===== config.mk =====
export PLATFORM = sky130hd
export DESIGN_NAME = line_follow_obstacle_controller
export DESIGN_NICKNAME = d
export VERILOG_FILES = /design/src/sv/lfoc_pkg.sv /design/src/sv/lfoc_cfg.sv /design/src/sv/lfoc_hist.sv /design/src/sv/lfoc_core.sv /design/src/sv/line_follow_obstacle_controller.sv
export SDC_FILE = /design/constraint.sdc
export NUM_CORES = 1
export LEC_CHECK = 0
export ABC_AREA = 1
export BUFFER_PORTS_ARGS = -buffer_cell sky130_fd_sc_hd__buf_2
export CELL_PAD_IN_SITES_DETAIL_PLACEMENT = 1
export CELL_PAD_IN_SITES_GLOBAL_PLACEMENT = 1
export CORE_MARGIN = 1.5
export CORE_UTILIZATION = 43
export CTS_CLUSTER_DIAMETER = 50
export DETAILED_ROUTE_END_ITERATION = 16
export PLACE_DENSITY_LB_ADDON = 0.1
export SLEW_MARGIN = 20
export SYNTH_ARGS = -nofsm -noshare
export SYNTH_HDL_FRONTEND = slang
export SYNTH_SLANG_ARGS = --single-unit
export TNS_END_PERCENT = 100

===== constraint.sdc =====
create_clock -name i_clk -period 5.6 [get_ports i_clk]
set_input_delay 0.56 -clock i_clk [delete_from_list [all_inputs] [get_ports i_clk]]
set_output_delay 0.56 -clock i_clk [all_outputs]
set_load 0.005 [all_outputs]

===== src/sv/lfoc_pkg.sv =====
package lfoc_pkg;

    // Motor percent ceiling and sonar reading width.
    localparam int unsigned PERCENT_MAX = 100;
    localparam int unsigned RANGE_W     = 8;
    localparam int unsigned SPEED_W     = 7;
    localparam int unsigned PHASE_W     = 3;

    // Configuration register indexes.
    localparam logic [1:0] REG_THRESHOLD = 2'd0;
    localparam logic [1:0] REG_TURN      = 2'd1;
    localparam logic [1:0] REG_CRUISE    = 2'd2;

    // Configuration reset values.
    localparam logic [RANGE_W-1:0] THRESHOLD_RST = 8'd7;
    localparam logic [SPEED_W-1:0] TURN_RST      = 7'd45;
    localparam logic [SPEED_W-1:0] CRUISE_RST    = 7'd100;

    // Phase codes as seen on the result port.
    localparam logic [PHASE_W-1:0] CODE_IDLE  = 3'd0;
    localparam logic [PHASE_W-1:0] CODE_SPEED = 3'd1;
    localparam logic [PHASE_W-1:0] CODE_IR    = 3'd2;
    localparam logic [PHASE_W-1:0] CODE_SONAR = 3'd3;
    localparam logic [PHASE_W-1:0] CODE_PIVOT = 3'd4;

    // Phase machine, one-hot.
    typedef enum logic [4:0] {
        PH_IDLE  = 5'b00001,
        PH_SPEED = 5'b00010,
        PH_IR    = 5'b00100,
        PH_SONAR = 5'b01000,
        PH_PIVOT = 5'b10000
    } t_phase;

    typedef enum logic [1:0] {
        PV_NONE     = 2'd0,
        PV_REQUIRED = 2'd1,
        PV_LEFT     = 2'd2,
        PV_RIGHT    = 2'd3
    } t_pivot;

    typedef enum logic [1:0] {
        VEER_NONE  = 2'd0,
        VEER_LEFT  = 2'd1,
        VEER_RIGHT = 2'd2
    } t_veer;

    // Configuration values seen by the controller.
    typedef struct packed {
        logic [RANGE_W-1:0] threshold;
        logic [SPEED_W-1:0] turn_speed;
        logic [SPEED_W-1:0] cruise_speed;
    } t_cfg;

    // One result request.
    typedef struct packed {
        logic [SPEED_W-1:0] left_speed;
        logic [SPEED_W-1:0] right_speed;
        logic               left_reverse;
        logic               right_reverse;
        logic               drive_updated;
        logic [PHASE_W-1:0] phase_now;
    } t_result;

    function automatic logic [PHASE_W-1:0] phase_code(input t_phase ph);
        logic [PHASE_W-1:0] code;
        unique case (ph)
            PH_IDLE:  code = CODE_IDLE;
            PH_SPEED: code = CODE_SPEED;
            PH_IR:    code = CODE_IR;
            PH_SONAR: code = CODE_SONAR;
            PH_PIVOT: code = CODE_PIVOT;
            default:  code = CODE_IDLE;
        endcase
        return code;
    endfunction

endpackage


===== src/sv/lfoc_cfg.sv =====
module lfoc_cfg
    import lfoc_pkg::*;
(
    input  logic        i_clk,
    input  logic        i_rst_n,
    input  logic        psel,
    input  logic        penable,
    input  logic        pwrite,
    input  logic [3:0]  paddr,
    input  logic [31:0] pwdata,
    output logic [31:0] prdata,
    output logic        pready,
    output t_cfg        o_cfg
);

    logic [RANGE_W-1:0] r_threshold;
    logic [SPEED_W-1:0] r_turn;
    logic [SPEED_W-1:0] r_cruise;
    logic [1:0]         w_index;
    logic               w_write;
    logic [SPEED_W-1:0] w_speed_low;
    logic [SPEED_W-1:0] w_speed_clamped;

    assign pready  = 1'b1;
    assign w_index = paddr[3:2];
    assign w_write = psel && penable && pwrite && pready;

    // Speed writes keep the low seven bits and saturate at full speed.
    assign w_speed_low     = pwdata[SPEED_W-1:0];
    assign w_speed_clamped = (w_speed_low > SPEED_W'(PERCENT_MAX)) ?
                             SPEED_W'(PERCENT_MAX) : w_speed_low;

    always_ff @(posedge i_clk) begin
        if (!i_rst_n) begin
            r_threshold <= THRESHOLD_RST;
            r_turn      <= TURN_RST;
            r_cruise    <= CRUISE_RST;
        end else if (w_write) begin
            unique case (w_index)
                REG_THRESHOLD: r_threshold <= pwdata[RANGE_W-1:0];
                REG_TURN:      r_turn      <= w_speed_clamped;
                REG_CRUISE:    r_cruise    <= w_speed_clamped;
                default: ;
            endcase
        end
    end

    // Read back.
    always_comb begin
        unique case (w_index)
            REG_THRESHOLD: prdata = {24'd0, r_threshold};
            REG_TURN:      prdata = {25'd0, r_turn};
            REG_CRUISE:    prdata = {25'd0, r_cruise};
            default:       prdata = 32'd0;
        endcase
    end

    assign o_cfg.threshold    = r_threshold;
    assign o_cfg.turn_speed   = r_turn;
    assign o_cfg.cruise_speed = r_cruise;

endmodule


===== src/sv/lfoc_hist.sv =====
module lfoc_hist
    import lfoc_pkg::*;
#(
    parameter int HISTORY_DEPTH = 4
)
(
    input  logic               i_clk,
    input  logic               i_rst_n,
    input  logic               i_write,
    input  logic [RANGE_W-1:0] i_range_first,
    input  logic [RANGE_W-1:0] i_range_second,
    input  logic [RANGE_W-1:0] i_threshold,
    output logic               o_near
);

    localparam int SLOT_W = $clog2(HISTORY_DEPTH);
    localparam int SUM_W  = RANGE_W + $clog2(HISTORY_DEPTH);
    localparam logic [SLOT_W-1:0] LAST_SLOT = SLOT_W'(HISTORY_DEPTH - 1);

    logic [RANGE_W-1:0] r_hist [HISTORY_DEPTH];
    logic [SLOT_W-1:0]  r_slot;
    logic               r_full;
    logic [SUM_W-1:0]   r_sum;

    logic [RANGE_W:0]   w_pair_sum;
    logic [RANGE_W-1:0] w_pair;
    logic [RANGE_W-1:0] w_old;
    logic [SUM_W-1:0]   w_sum_next;
    logic               w_full_next;
    logic [SUM_W-1:0]   w_limit;

    // Average of the two readings, truncated.
    assign w_pair_sum = {1'b0, i_range_first} + {1'b0, i_range_second};
    assign w_pair     = w_pair_sum[RANGE_W:1];

    // Running sum: drop the entry being overwritten once the window is full.
    assign w_old       = r_full ? r_hist[r_slot] : '0;
    assign w_sum_next  = r_sum + SUM_W'(w_pair) - SUM_W'(w_old);
    assign w_full_next = r_full || (r_slot == LAST_SLOT);

    // floor(sum / depth) < threshold is the same as sum < threshold * depth.
    assign w_limit = SUM_W'(i_threshold) * SUM_W'(HISTORY_DEPTH);
    assign o_near  = w_full_next && (w_sum_next < w_limit);

    always_ff @(posedge i_clk) begin
        if (!i_rst_n) begin
            r_slot <= '0;
            r_full <= 1'b0;
            r_sum  <= '0;
        end else if (i_write) begin
            r_slot <= (r_slot == LAST_SLOT) ? '0 : r_slot + 1'b1;
            r_full <= w_full_next;
            r_sum  <= w_sum_next;
        end
    end

    // History entries carry no reset.
    always_ff @(posedge i_clk) begin
        if (i_write) begin
            r_hist[r_slot] <= w_pair;
        end
    end

    // Before the first wrap the zero-slot state always has an empty sum.
    a_sum_empty: assert property (@(posedge i_clk) disable iff (!i_rst_n)
        (!r_full && r_slot == '0) |-> (r_sum == '0))
        else $error("history sum not empty at start of window");

    // The window fills exactly when the last slot is written.
    a_full_on_wrap: assert property (@(posedge i_clk) disable iff (!i_rst_n)
        (i_write && r_slot == LAST_SLOT) |=> (r_full && r_slot == '0))
        else $error("history did not wrap into full state");

endmodule


===== src/sv/lfoc_core.sv =====
module lfoc_core
    import lfoc_pkg::*;
#(
    parameter int HISTORY_DEPTH = 4
)
(
    input  logic               i_clk,
    input  logic               i_rst_n,
    input  logic               i_step,
    input  logic               i_ir_left_on_tape,
    input  logic               i_ir_right_on_tape,
    input  logic [RANGE_W-1:0] i_range_first,
    input  logic [RANGE_W-1:0] i_range_second,
    input  t_cfg               i_cfg,
    output t_result            o_result
);

    t_phase             r_phase,      n_phase;
    t_pivot             r_pivot,      n_pivot;
    t_veer              r_veer,       n_veer;
    logic               r_obstacle,   n_obstacle;
    logic [SPEED_W-1:0] r_target_l,   n_target_l;
    logic [SPEED_W-1:0] r_target_r,   n_target_r;
    logic [SPEED_W-1:0] r_drive_l,    n_drive_l;
    logic [SPEED_W-1:0] r_drive_r,    n_drive_r;
    logic               r_drive_l_rev, n_drive_l_rev;
    logic               r_drive_r_rev, n_drive_r_rev;
    logic               w_updated;
    logic               w_sonar_write;
    logic               w_near;

    assign w_sonar_write = i_step && (r_phase == PH_SONAR);

    lfoc_hist #(
        .HISTORY_DEPTH (HISTORY_DEPTH)
    ) u_hist (
        .i_clk          (i_clk),
        .i_rst_n        (i_rst_n),
        .i_write        (w_sonar_write),
        .i_range_first  (i_range_first),
        .i_range_second (i_range_second),
        .i_threshold    (i_cfg.threshold),
        .o_near         (w_near)
    );

    // One step of the phase machine per request.
    always_comb begin
        n_phase       = r_phase;
        n_pivot       = r_pivot;
        n_veer        = r_veer;
        n_obstacle    = r_obstacle;
        n_target_l    = r_target_l;
        n_target_r    = r_target_r;
        n_drive_l     = r_drive_l;
        n_drive_r     = r_drive_r;
        n_drive_l_rev = r_drive_l_rev;
        n_drive_r_rev = r_drive_r_rev;
        w_updated     = 1'b0;
        unique case (r_phase)
            PH_IDLE: begin
                n_phase = PH_SPEED;
            end
            PH_SPEED: begin
                // Apply the latched targets; direction follows the pivot mode.
                n_phase       = PH_IR;
                n_drive_l     = r_target_l;
                n_drive_r     = r_target_r;
                n_drive_l_rev = (r_pivot == PV_LEFT);
                n_drive_r_rev = (r_pivot == PV_RIGHT);
                w_updated     = 1'b1;
            end
            PH_IR: begin
                // Steer back toward the tape; the left sensor wins a tie.
                n_phase = PH_SONAR;
                if (i_ir_left_on_tape) begin
                    n_target_l = '0;
                    n_target_r = i_cfg.turn_speed;
                    n_veer     = VEER_RIGHT;
                end else if (i_ir_right_on_tape) begin
                    n_target_l = i_cfg.turn_speed;
                    n_target_r = '0;
                    n_veer     = VEER_LEFT;
                end
            end
            PH_SONAR: begin
                n_phase    = r_obstacle ? PH_PIVOT : PH_SPEED;
                n_obstacle = w_near;
                if (w_near) begin
                    // Stop and escalate the pivot request.
                    n_target_l = '0;
                    n_target_r = '0;
                    if (r_pivot == PV_NONE) begin
                        n_pivot = PV_REQUIRED;
                    end else if (r_pivot == PV_REQUIRED) begin
                        n_pivot = PV_LEFT;
                    end
                end else if (r_obstacle) begin
                    // Obstacle has cleared, so resume cruising.
                    n_pivot    = PV_NONE;
                    n_target_l = i_cfg.cruise_speed;
                    n_target_r = i_cfg.cruise_speed;
                end
            end
            PH_PIVOT: begin
                // Spin away from the veer side unless the pivot is only requested.
                n_phase = PH_SPEED;
                if (r_pivot != PV_REQUIRED) begin
                    n_target_l = i_cfg.turn_speed;
                    n_target_r = i_cfg.turn_speed;
                    if (r_veer == VEER_LEFT) begin
                        n_pivot = PV_RIGHT;
                    end else if (r_veer == VEER_RIGHT) begin
                        n_pivot = PV_LEFT;
                    end
                end
            end
            default: begin
                n_phase = PH_IDLE;
            end
        endcase
    end

    always_ff @(posedge i_clk) begin
        if (!i_rst_n) begin
            r_phase       <= PH_IDLE;
            r_pivot       <= PV_NONE;
            r_veer        <= VEER_NONE;
            r_obstacle    <= 1'b0;
            r_target_l    <= '0;
            r_target_r    <= '0;
            r_drive_l     <= '0;
            r_drive_r     <= '0;
            r_drive_l_rev <= 1'b0;
            r_drive_r_rev <= 1'b0;
        end else if (i_step) begin
            r_phase       <= n_phase;
            r_pivot       <= n_pivot;
            r_veer        <= n_veer;
            r_obstacle    <= n_obstacle;
            r_target_l    <= n_target_l;
            r_target_r    <= n_target_r;
            r_drive_l     <= n_drive_l;
            r_drive_r     <= n_drive_r;
            r_drive_l_rev <= n_drive_l_rev;
            r_drive_r_rev <= n_drive_r_rev;
        end
    end

    // The result reflects the state after this step.
    assign o_result.left_speed    = n_drive_l;
    assign o_result.right_speed   = n_drive_r;
    assign o_result.left_reverse  = n_drive_l_rev;
    assign o_result.right_reverse = n_drive_r_rev;
    assign o_result.drive_updated = w_updated;
    assign o_result.phase_now     = phase_code(n_phase);

    // Both motors are never driven in reverse together.
    a_one_reverse: assert property (@(posedge i_clk) disable iff (!i_rst_n)
        !(r_drive_l_rev && r_drive_r_rev))
        else $error("both motors reversed");

    // An obstacle always leaves some pivot mode in force.
    a_obstacle_pivot: assert property (@(posedge i_clk) disable iff (!i_rst_n)
        r_obstacle |-> (r_pivot != PV_NONE))
        else $error("obstacle seen with no pivot mode");

    // A pivot step is only reached from a sonar step that followed an obstacle.
    a_pivot_entry: assert property (@(posedge i_clk) disable iff (!i_rst_n)
        (i_step && r_phase == PH_SONAR && !r_obstacle) |=> (r_phase == PH_SPEED))
        else $error("pivot entered without obstacle");

endmodule


===== src/sv/line_follow_obstacle_controller.sv =====
// Flow: an accepted request waits in the input register and then moves into the result
// register, whose contents are offered on the result channel.
// Throughput: one request per cycle while the result is not stalled; a stalled result holds
// its register, and the input stalls only once a second request waits behind it.
// Reset: synchronous, active low; it clears the phase machine, the drive and the
// history pointer, and loads the configuration defaults. History entries are not cleared.
module line_follow_obstacle_controller
    import lfoc_pkg::*;
#(
    parameter int HISTORY_DEPTH = 4
)
(
    input  logic               i_clk,
    input  logic               i_rst_n,
    // Input request channel.
    input  logic               i_valid,
    output logic               o_stall,
    input  logic               i_ir_left_on_tape,
    input  logic               i_ir_right_on_tape,
    input  logic [RANGE_W-1:0] i_range_first,
    input  logic [RANGE_W-1:0] i_range_second,
    // Result request channel.
    output logic               o_valid,
    input  logic               i_stall,
    output logic [SPEED_W-1:0] o_left_speed,
    output logic [SPEED_W-1:0] o_right_speed,
    output logic               o_left_reverse,
    output logic               o_right_reverse,
    output logic               o_drive_updated,
    output logic [PHASE_W-1:0] o_phase_now,
    // Configuration port.
    input  logic               psel,
    input  logic               penable,
    input  logic               pwrite,
    input  logic [3:0]         paddr,
    input  logic [31:0]        pwdata,
    output logic [31:0]        prdata,
    output logic               pready
);

    logic               r_in_valid;
    logic               r_ir_left;
    logic               r_ir_right;
    logic [RANGE_W-1:0] r_range_first;
    logic [RANGE_W-1:0] r_range_second;
    logic               r_out_valid;
    t_result            r_result;

    logic               w_accept;
    logic               w_out_free;
    logic               w_move;
    t_cfg               w_cfg;
    t_result            w_result;

    lfoc_cfg u_cfg (
        .i_clk   (i_clk),
        .i_rst_n (i_rst_n),
        .psel    (psel),
        .penable (penable),
        .pwrite  (pwrite),
        .paddr   (paddr),
        .pwdata  (pwdata),
        .prdata  (prdata),
        .pready  (pready),
        .o_cfg   (w_cfg)
    );

    // Handshake between the input register and the result register.
    assign w_out_free = !r_out_valid || !i_stall;
    assign w_move     = r_in_valid && w_out_free;
    assign o_stall    = r_in_valid && !w_out_free;
    assign w_accept   = i_valid && !o_stall;

    always_ff @(posedge i_clk) begin
        if (!i_rst_n) begin
            r_in_valid <= 1'b0;
        end else if (w_accept) begin
            r_in_valid <= 1'b1;
        end else if (w_move) begin
            r_in_valid <= 1'b0;
        end
    end

    always_ff @(posedge i_clk) begin
        if (w_accept) begin
            r_ir_left      <= i_ir_left_on_tape;
            r_ir_right     <= i_ir_right_on_tape;
            r_range_first  <= i_range_first;
            r_range_second <= i_range_second;
        end
    end

    // The controller state advances as a request moves into the result register.
    lfoc_core #(
        .HISTORY_DEPTH (HISTORY_DEPTH)
    ) u_core (
        .i_clk              (i_clk),
        .i_rst_n            (i_rst_n),
        .i_step             (w_move),
        .i_ir_left_on_tape  (r_ir_left),
        .i_ir_right_on_tape (r_ir_right),
        .i_range_first      (r_range_first),
        .i_range_second     (r_range_second),
        .i_cfg              (w_cfg),
        .o_result           (w_result)
    );

    always_ff @(posedge i_clk) begin
        if (!i_rst_n) begin
            r_out_valid <= 1'b0;
        end else if (w_move) begin
            r_out_valid <= 1'b1;
        end else if (!i_stall) begin
            r_out_valid <= 1'b0;
        end
    end

    always_ff @(posedge i_clk) begin
        if (w_move) begin
            r_result <= w_result;
        end
    end

    assign o_valid         = r_out_valid;
    assign o_left_speed    = r_result.left_speed;
    assign o_right_speed   = r_result.right_speed;
    assign o_left_reverse  = r_result.left_reverse;
    assign o_right_reverse = r_result.right_reverse;
    assign o_drive_updated = r_result.drive_updated;
    assign o_phase_now     = r_result.phase_now;

    // Input is only held off while a request waits behind a stalled result.
    a_stall_cause: assert property (@(posedge i_clk) disable iff (!i_rst_n)
        o_stall |-> (r_in_valid && r_out_valid && i_stall))
        else $error("input stalled without a blocked result");

    // A stalled result is not overwritten by a moving request.
    a_no_overwrite: assert property (@(posedge i_clk) disable iff (!i_rst_n)
        (r_out_valid && i_stall) |-> !w_move)
        else $error("pending result overwritten");

endmodule

Yosys cells after proc, flatten, opt, wreduce, memory -nomap -nowiden --
Memories as Yosys holds them, arrays and structs flattened. A register that Yosys moved wholly into a read port is not among the register bits. Cells that the tools add are included.
Storage, ports and cells: flip-flop bits (word level) 115, memory bits (writable) 32, output and inout port bits 55, word-level logic and storage cells 125, memories 1
Operators by class: $add $sub $neg 4, order comparisons 2, equality and inequality tests 24, mux-type cells 39, reduce and logical (&&, ||, !) cells 27
Memory list:
- u_core.u_hist.r_hist | words 4, width 8, rd ports 1, clocked after Yosys merged registers in 1, write ports 1, line lfoc_hist.sv:20 | logic [RANGE_W-1:0] r_hist [HISTORY_DEPTH];
Operators with widths (number):
- $mux 7 | 10
- $pmux 7 s3 | 2
- $mux 2 | 12
- $pmux 8 s3 | 1
- $pmux 5 s4 | 1
- $pmux 3 s4 | 1
- $add 10x8->10 | 1
- $eq 2x2->1 const B | 5
- $eq 5x2->1 const B | 2
- $eq 5x3->1 const B | 2
- $eq 5x4->1 const B | 2
- $eq 5x5->1 const B | 2
- $lt 10x10->1 | 1
- $sub 10x8->10 | 1
- $add 8x8->9 | 1
- $mux 1 | 9
- $mux 8 | 1
- $reduce_and 2->1 | 4
- $gt 7x7->1 const B | 1
- $logic_and 1x1->1 | 7
- $eq 2x1->1 const B | 3
- $ne 2x1->1 const B | 3
- $ne 3x1->1 const B | 2
- $reduce_and 6->1 | 1
- 14 further kinds | 21

Depth between registers and ports, before layout --
Gate-level depths: netlist of the first run.
word-level depth 7, depth in mapped cells 31

Modules after synthesis --
Synthesis of the first run repeated with hierarchy kept, for this count alone.
Unflattened totals: cell total of the unflattened synthesis 959, area, all modules 7825.0 um2
By module, submodules not included:
- lfoc_hist | instances 1, cells each 369, area an instance 3069.2 um2
- lfoc_core | instances 1, cells each 377, area an instance 2328.5 um2
- line_follow_obstacle_controller | instances 1, cells each 51, area an instance 1236.2 um2
- lfoc_cfg | instances 1, cells each 162, area an instance 1191.1 um2

Worst setup path after synthesis of the first run --
Ideal clock, no wire load.
path kind reg-to-reg, start point register r_range_first[2], end point register u_core.r_target_l[4], arrival time 4.298 ns, data required time 5.487 ns, path slack 1.190 ns, cell stages (with the launch flop) 28, buffers on the path 1, path through edfxtp_1 ha_1 a21oi_1 o21ai_0 nand2_1 nand2_1 a21oi_1 nor2_1 nor2_1 inv_1 fa_1 inv_1 ha_1 nand2_1 o21ai_0 a21oi_1 o21bai_1 xor2_1 inv_1 ha_1 nand4_1 o2111a_1 nand2_4 nand2_4 nand3_4 buf_6 nor2_1 nor2_1
Between the ends: cells in the longest elaborated chain, start to end 7, elaborated cells on any way between the ends 9
Ends and longest elaborated chain:
- start: declaration | line line_follow_obstacle_controller.sv:44 | logic [RANGE_W-1:0] r_range_first;
- start signal: assignment | line line_follow_obstacle_controller.sv:88 | r_range_first <= i_range_first;
- $add 8x8->9 * | line lfoc_hist.sv:33 | assign w_pair_sum = {1'b0, i_range_first} + {1'b0, i_range_second};
- via u_core.u_hist.w_pair_sum[5] | line lfoc_hist.sv:25 | logic [RANGE_W:0] w_pair_sum;
- $add 10x8->10 * | line lfoc_hist.sv:38 | assign w_sum_next = r_sum + SUM_W'(w_pair) - SUM_W'(w_old);
- $sub 10x8->10 * | line lfoc_hist.sv:38
- via u_core.u_hist.w_sum_next[7] | line lfoc_hist.sv:28 | logic [SUM_W-1:0] w_sum_next;
- $lt 10x10->1 * | line lfoc_hist.sv:43 | assign o_near = w_full_next && (w_sum_next < w_limit);
- $logic_and 1x1->1 * | line lfoc_hist.sv:43
- $ne 3x1->1 (no line) or $mux 7 (tied branches)
- $reduce_and 5->1 (no line) or $pmux 7 s3 (tied branches)
- end signal: assignment | line lfoc_core.sv:140 | r_target_l <= n_target_l;
- end: declaration | line lfoc_core.sv:22 | logic [SPEED_W-1:0] r_target_l, n_target_l;
Mark *: on every way through the listed nets, which the timed path passes. The rest lies on a longest branch. A chain may end at the register's enable or synchronous reset.

Final worst setup path of the first run --
start point register r_range_first[0], end point register u_core.r_target_r[3]
Between the ends: cells in the longest elaborated chain, start to end 7, elaborated cells on any way between the ends 9
Ends and longest elaborated chain:
- $add 8x8->9 * | line lfoc_hist.sv:33
- via u_core.u_hist.w_pair_sum[6] | line lfoc_hist.sv:25
- $add 10x8->10 * | line lfoc_hist.sv:38
- $sub 10x8->10 * | line lfoc_hist.sv:38
- via u_core.u_hist.w_sum_next[8] | line lfoc_hist.sv:28
- $lt 10x10->1 * | line lfoc_hist.sv:43
- $logic_and 1x1->1 * | line lfoc_hist.sv:43
- $ne 3x1->1 (no line) or $mux 7 (tied branches)
- $reduce_and 5->1 (no line) or $pmux 7 s3 (tied branches)
- end signal: assignment | line lfoc_core.sv:141 | r_target_r <= n_target_r;
- end: declaration | line lfoc_core.sv:23 | logic [SPEED_W-1:0] r_target_r, n_target_r;
Marked as above.

==> results by group, run 1 <==
Worst setup path
  • R2R depth: 26
  • Worst Path Arrival: between 5000 and 6000 ps
  • Worst R2R End: u_core.r_target_r[3]$_SDFFE_PN0P_
  • Worst Path Buf+Inv: 3
  • Crit. End Element: register
  • Crit-path max FO: 14
  • Family with the most delay on the worst path: adder cells
  • Slowest Stage Delay on Critical Path: around 520 ps
  • Worst Path Required: between 5000 and 6000 ps
  • Worst R2R Setup Slack: between 400 and 500 ps
  • Most used cell, CP: nand2_1
  • R2R Path Start: r_range_first[0]$_DFFE_PP_
  • Startpoint Class: register
  • Crit-path slowest cell: fa_1
  • Worst Setup SP: r_range_first[0]$_DFFE_PP_
  • Worst Path Class, Setup: reg2reg

Floorplanning
  • Rows: 47
  • Top-Level Pins: between 100 and 150
  • Die Y-Extent: 134 um
  • Initial Util: between 40 and 50%
  • Die width: 134 um
  • Die area: around 18000 um2
  • Std-Cell Core Area: about 17000 um2

Yosys
  • Post-synth top cells: 156 x nand2_1, 114 x nor2_1, 111 x inv_1, 79 x dfxtp_1
  • Cell taking the most area after synthesis: edfxtp_1
  • Post-Syn Area: approximately 7400 um2
  • Ys async rst share: 0%
  • Syn Area/Cell: around 8.6 um2
  • Synth unique cells: 40
  • Top-area cell type share of the netlist area: between 20 and 30%
  • Count leader, synth: nand2_1
  • Synth warn: 0
  • Syn Inst Count: roughly 860
  • Dominant cells by area after synthesis: edfxtp_1 28%, dfxtp_1 21%, nand2_1 7.9%, nor2_1 5.8%, inv_1 5.6%
  • Seq cells post-synth: between 100 and 150
  • Sequential-to-total area share from yosys stat: roughly half
  • Top_reg_cell synth: dfxtp_1
  • Post-synth EDFFs: 70

Flow run
  • Number of max-cap violations: 0

Placed design
  • Hpwl dp: ~13000 um
  • GPL Wtd Cong: approximately 0.84
  • Port Buffer Count: between 60 and 70
  • Setup WS pre-CTS: 196 ps

STA
  • Final setup margin: roughly 410 ps
  • Final-report setup violation count: 0
  • Worst Tran Pin Value: between 900 and 1000 ps
  • Setup TNS: 0 ps
  • Worst clock skew: ~6.5 ps
  • RSZ-0062 raised after global routing: false
  • Slew headroom: roughly 36%
  • Max-slew violation count: 0
  • Fin crit share: 92.6%
  • Final Hold Fails: 0
  • Fin crit period: just over 5000 ps
  • Max Fclk: ~0.19 GHz

Power and ir drop
  • VDD IR max: around 0.22 mV
  • Static Leak: 3.66 nW
  • Power density over cell area: roughly 330 nW/um2

Detailed routing
  • Starting DRT DRC Count: around 270
  • Final ANT Viol Nets: 0
  • WL final: approximately 18000 um
  • Metal3 WL: 653 um
  • DR pass1 iterations: 5
  • Max layer used: met4
  • Met1 WL: 9100 um
  • DR WL met2: roughly 8300 um
  • WL/cell: 16.0 um
  • Via count: roughly 5800
  • Via-to-Cell Ratio: approximately 5.0
  • DRC errors left: 0

Cells and area
  • Synthesis-to-layout area growth: 13.6%
  • Fin nets: roughly 1000
  • Share of cells above drive strength 1: a little over an eighth
  • Inserted Diodes: 0

Min path
  • Worst hold path startpoint: i_ir_left_on_tape
  • Hold depth: 1
  • Worst Hold Path EP: r_ir_left$_DFFE_PP_
  • Hold WC Path Type: in2reg

GRT
  • GR Overflow Total: 0
  • Total GRT Usage: 21.3%
  • Initial antenna violation count: 0
  • Vias in the first global route: around 5900
  • Largest net degree at the start of global routing: 50
  • First-pass GRT wire length: between 20000 and 30000 um

Clocking
  • CTS Hold Bufs: 0
  • Clk_lat worst skew: ~430 ps
  • Clock transition at the registers of the reported paths: 60 ps
  • CTS resizes: 0
  • H-tree lvl count: 4
  • CTS tree: yes
  • CTS max path bufs: 2
  • Num CTS Buffers: 17
  • Root Buffer: clkbuf_16
  • Clock Sinks: 149
  • Post-CTS Setup Repair Bufs: 0

Status
  • Status: finished, final reports clean
[worst reg2reg max path: cells and delay by family, from the launching register on]
kind / cells / cell delay (ps)
adders and majority gates: 4 / 1550
and+or+nand+nor: 12 / 1420
AOI/OAI and AO/OA: 5 / 1000
xor gates and xnor gates: 2 / 580
DFF: 1 / 360
buffers and inverters: 3 / 220
[where the power goes]
group / switching, mW / internal (mW) / leakage, nW / total [mW]
combinational: 0.281 / 0.153 / 2.08 / 0.433
sequential: 0.0117 / 1.17 / 1.30 / 1.18
clock: 0.460 / 0.677 / 0.293 / 1.14
[flip-flops by register name (all words and copies together), names as in the netlist, 8 cells and up, named ones only]
| register | flops |
|---|---|
| u_core.u_hist.r_sum | 10 |
| u_cfg.r_threshold | 8 |
| r_range_first | 8 |
| r_range_second | 8 |
| u_core.u_hist.r_hist | 32 |
[through the flow]
stage	instances	area (um2)	util [%]	power [mW]	hold WS (ps)
final	1149	8400	50.3	2.75	304
after CTS	1148	8350	50.0	2.77	290
after global routing	1149	8400	50.3	2.88	287
after floorplan	880	7470	-	1.52	425
after global placement	1116	7770	46.5	1.61	434
after detailed placement	1116	7770	46.5	1.63	446
[per-layer routing]
layer	GRT usage (%)	vias up
met5	0	-
met4	6.75	0
met2	33.8	109
met3	4.04	20
li1	-	2865
met1	29.4	2773
[cells in the final DEF, fill, tap and decap left out, types with 2 or more instances in the layout]
| cell | count |
|---|---|
| clkinv_2 | 3 |
| fa_1 | 9 |
| nand2_1 | 156 |
| nand3_1 | 39 |
| conb_1 | 25 |
| o211ai_1 | 8 |
| dfxtp_1 | 79 |
| nand2_4 | 2 |
| nor2_1 | 113 |
| nor3_1 | 2 |
| a31oi_1 | 2 |
| o21ai_1 | 3 |
| a21oi_1 | 54 |
| ha_1 | 28 |
| nor2_4 | 5 |
| nand4_4 | 2 |
| o21bai_1 | 2 |
| buf_2 | 64 |
| nand2_2 | 2 |
| clkbuf_1 | 2 |
| edfxtp_1 | 70 |
| nand4_1 | 2 |
| clkbuf_8 | 3 |
| a211oi_1 | 17 |
| clkinv_4 | 2 |
| inv_2 | 9 |
| o21ai_0 | 68 |
| xor2_1 | 11 |
| inv_6 | 3 |
| clkbuf_16 | 18 |
| inv_1 | 110 |
| nand3_4 | 2 |
[cell families after synthesis]
logic type / count (synthesis) / synth area share (%)
AO/OA/AOI/OAI: 160 / 12.1
AND/OR/NAND/NOR: 328 / 19.0
flip-flops: 149 / 49.9
buffers and inverters: 169 / 10.3
adder cells (fa/ha/maj): 37 / 7.18
other: 2 / 0.102
XOR/XNOR: 12 / 1.42
[final cells by class]
type / instances / area, um2
fill: 2030 / 8310
sequential: 149 / 3680
multi-input combinational: 563 / 3070
clock buffer: 23 / 499
inverter: 120 / 453
timing repair buffer: 65 / 328
tap: 220 / 275
clock inverter: 9 / 88.8
[how the worst max path moves through the flow]
stage,end,cells after the start
finish,u_core.r_target_r[3]$_SDFFE_PN0P_,26
global route,u_core.r_target_l[5]$_SDFFE_PN0P_,29
CTS,u_core.r_target_r[3]$_SDFFE_PN0P_,27
detailed placement,u_core.r_target_r[1]$_SDFFE_PN0P_,26
global placement,u_core.r_target_l[0]$_SDFFE_PN0P_,26
floorplan,u_core.r_target_l[4]$_SDFFE_PN0P_,27
Note: power is estimated with default switching activity, not from simulation.
==> run 2: changes to the inputs <==
MAX_ROUTING_LAYER = met4   (was not set)
==> results by group, run 2 (synthesis results as in run 1) <==
Min path
  • Worst hold path startpoint: i_range_second[6]
  • Hold WC Path Type: in2reg

GRT
  • GR Overflow Total: 0 (unchanged)
  • Vias in the first global route: 5846 (-0.14%)
  • Initial antenna violation count: 0 (unchanged)
  • Total GRT Usage: 22.0% (+0.71 points)
  • Largest net degree at the start of global routing: 50 (unchanged)
  • First-pass GRT wire length: 29700 um (about the same)

Clocking
  • Clk_lat worst skew: 430 ps (about the same)
  • CTS max path bufs: 2 (unchanged)
  • Clock transition at the registers of the reported paths: 60 ps (about the same)
  • Num CTS Buffers: 17 (unchanged)
  • Clock Sinks: 149 (unchanged)
  • CTS Hold Bufs: 0 (unchanged)
  • Root Buffer: clkbuf_16
  • CTS resizes: 0 (unchanged)
  • Post-CTS Setup Repair Bufs: 0 (unchanged)
  • CTS tree: yes
  • H-tree lvl count: 4 (unchanged)

Cells and area
  • Most common cell after layout, fill and taps aside: nand2_1
  • Share of cells above drive strength 1: 13.2% (+0.11 points)
  • Register bank with the most flops: u_core.u_hist.r_hist
  • Non-filler instance count after layout: 1149 (unchanged)
  • Most frequent cells in the layout: 156 x nand2_1, 113 x nor2_1, 110 x inv_1
  • Fin nets: 1014 (unchanged)
  • Synthesis-to-layout area growth: 13.6% (about the same)
  • Inserted Diodes: 0 (unchanged)
  • Number of flip-flops under the largest register name: 32 (unchanged)
  • Top Registers: u_core.u_hist.r_hist (32), u_core.u_hist.r_sum (10)
  • Layout Utilization: 50.3% (about the same)
  • Final instance area: 8400 um2 (about the same)

Worst setup path
  • Crit-path max FO: 14 (unchanged)
  • Worst Path Arrival: 5490 ps (-60 ps)
  • Crit. End Element: register
  • Most used cell, CP: nand2_1
  • Startpoint Class: register
  • Worst Path Required: 5960 ps (about the same)
  • Worst Path Class, Setup: reg2reg
  • Crit-path slowest cell: fa_1
  • Slowest Stage Delay on Critical Path: 520 ps (about the same)
  • R2R Path Start: r_range_first[0]$_DFFE_PP_
  • Worst R2R Setup Slack: 470 ps (+60 ps)
  • Worst Setup SP: r_range_first[0]$_DFFE_PP_

Power and ir drop
  • Static Leak: 3.66 nW (about the same)
  • Power density over cell area: 328 nW/um2 (-0.16%)
  • VDD IR max: 0.214 mV (-0.61%)
  • Pwr Total: 2.75 mW (-0.14%)

Detailed routing
  • Final ANT Viol Nets: 0 (unchanged)
  • Via-to-Cell Ratio: 5.02 (about the same)
  • WL final: 18400 um (about the same)
  • WL/cell: 16.0 um (about the same)
  • DRC errors left: 0 (unchanged)
  • DR pass1 iterations: 6 (+1)
  • Starting DRT DRC Count: 304 (+14%)
  • Via count: 5764 (-0.052%)

Floorplanning
  • Rows: 47 (unchanged)
  • Initial Util: 44.2% (unchanged)
  • Die width: 134 um (unchanged)
  • Std-Cell Core Area: 16700 um2 (unchanged)
  • Top-Level Pins: 116 (unchanged)
  • Die area: 18000 um2 (unchanged)
  • Die Y-Extent: 134 um (unchanged)

STA
  • Final-report setup violation count: 0 (unchanged)
  • Fin crit period: 5130 ps (-56.5 ps)
  • Worst clock skew: 8.05 ps (+1.54 ps)
  • Min Hold Slack: 306 ps (+2.09 ps)
  • Final Hold Fails: 0 (unchanged)
  • RSZ-0062 raised after global routing: false
  • Fin crit share: 91.6% (-1.0 points)
  • Slew headroom: 35.9% (-0.53 points)
  • Max Fclk: 0.195 GHz (+1.1%)
  • Setup TNS: 0 ps (unchanged)
  • Max-slew violation count: 0 (unchanged)
  • Final setup margin: 469 ps (+56.5 ps)
  • Worst Tran Pin Value: 959 ps (+7.91 ps)

Flow run
  • Number of max-cap violations: 0 (unchanged)

Placed design
  • GPL Wtd Cong: 0.854 (+1.6%)
  • Setup WS pre-CTS: 196 ps (unchanged)
  • Placed insts: 1116 (unchanged)
  • Port Buffer Count: 64 (unchanged)
  • Post-DP Area: 7770 um2 (unchanged)
  • Hpwl dp: 13100 um (unchanged)

Status
  • Status: finished, final reports clean
## run 2: cell counts in the layout (fill, tap and decap cells not counted)
Identical to the previous run, type by type.
## run 2: report_power, final
group | internal, mW | switching, mW | total (mW)
Combinational | 0.153 | 0.280 | 0.433
Sequential | 1.17 | 0.0117 | 1.18
Clock | 0.677 | 0.456 | 1.13
## run 2: area by class of cell
cell class	count	area (um2)
flip-flops and latches	149	3680
fillers	2029	8300
clock buffers	23	499
well taps	220	275
multi-input cells	563	3070
inverters	120	453
repair buffers	65	328
clock inverters	9	88.8
## run 2: per-layer routing
metal,global-route usage (%),vias to the layer above,wire (um)
met1,29.7,2769,9120
met2,33.7,114,8370
met4,6.21,0,237
met3,4.38,16,634
met5,-,-,0
li1,-,2865,-
## run 2: worst paths after layout
kind                                             to  cells after the start
setup / recovery  u_core.r_target_r[3]$_SDFFE_PN0P_                     26
hold reg to reg   u_core.r_drive_r_rev$_SDFFE_PN0P_                      2
hold / removal          r_range_second[6]$_DFFE_PP_                      1
setup reg to reg  u_core.r_target_r[3]$_SDFFE_PN0P_                     26
## run 2: critical path, delay by kind of cell, from the launching register on
family / cells / cell delay [ps]
buffers and inverters: 3 / 210
AO/OA/AOI/OAI: 5 / 950
AND/OR/NAND/NOR: 12 / 1380
adder cells (fa/ha/maj): 4 / 1560
XOR/XNOR: 2 / 590
flip-flops: 1 / 360
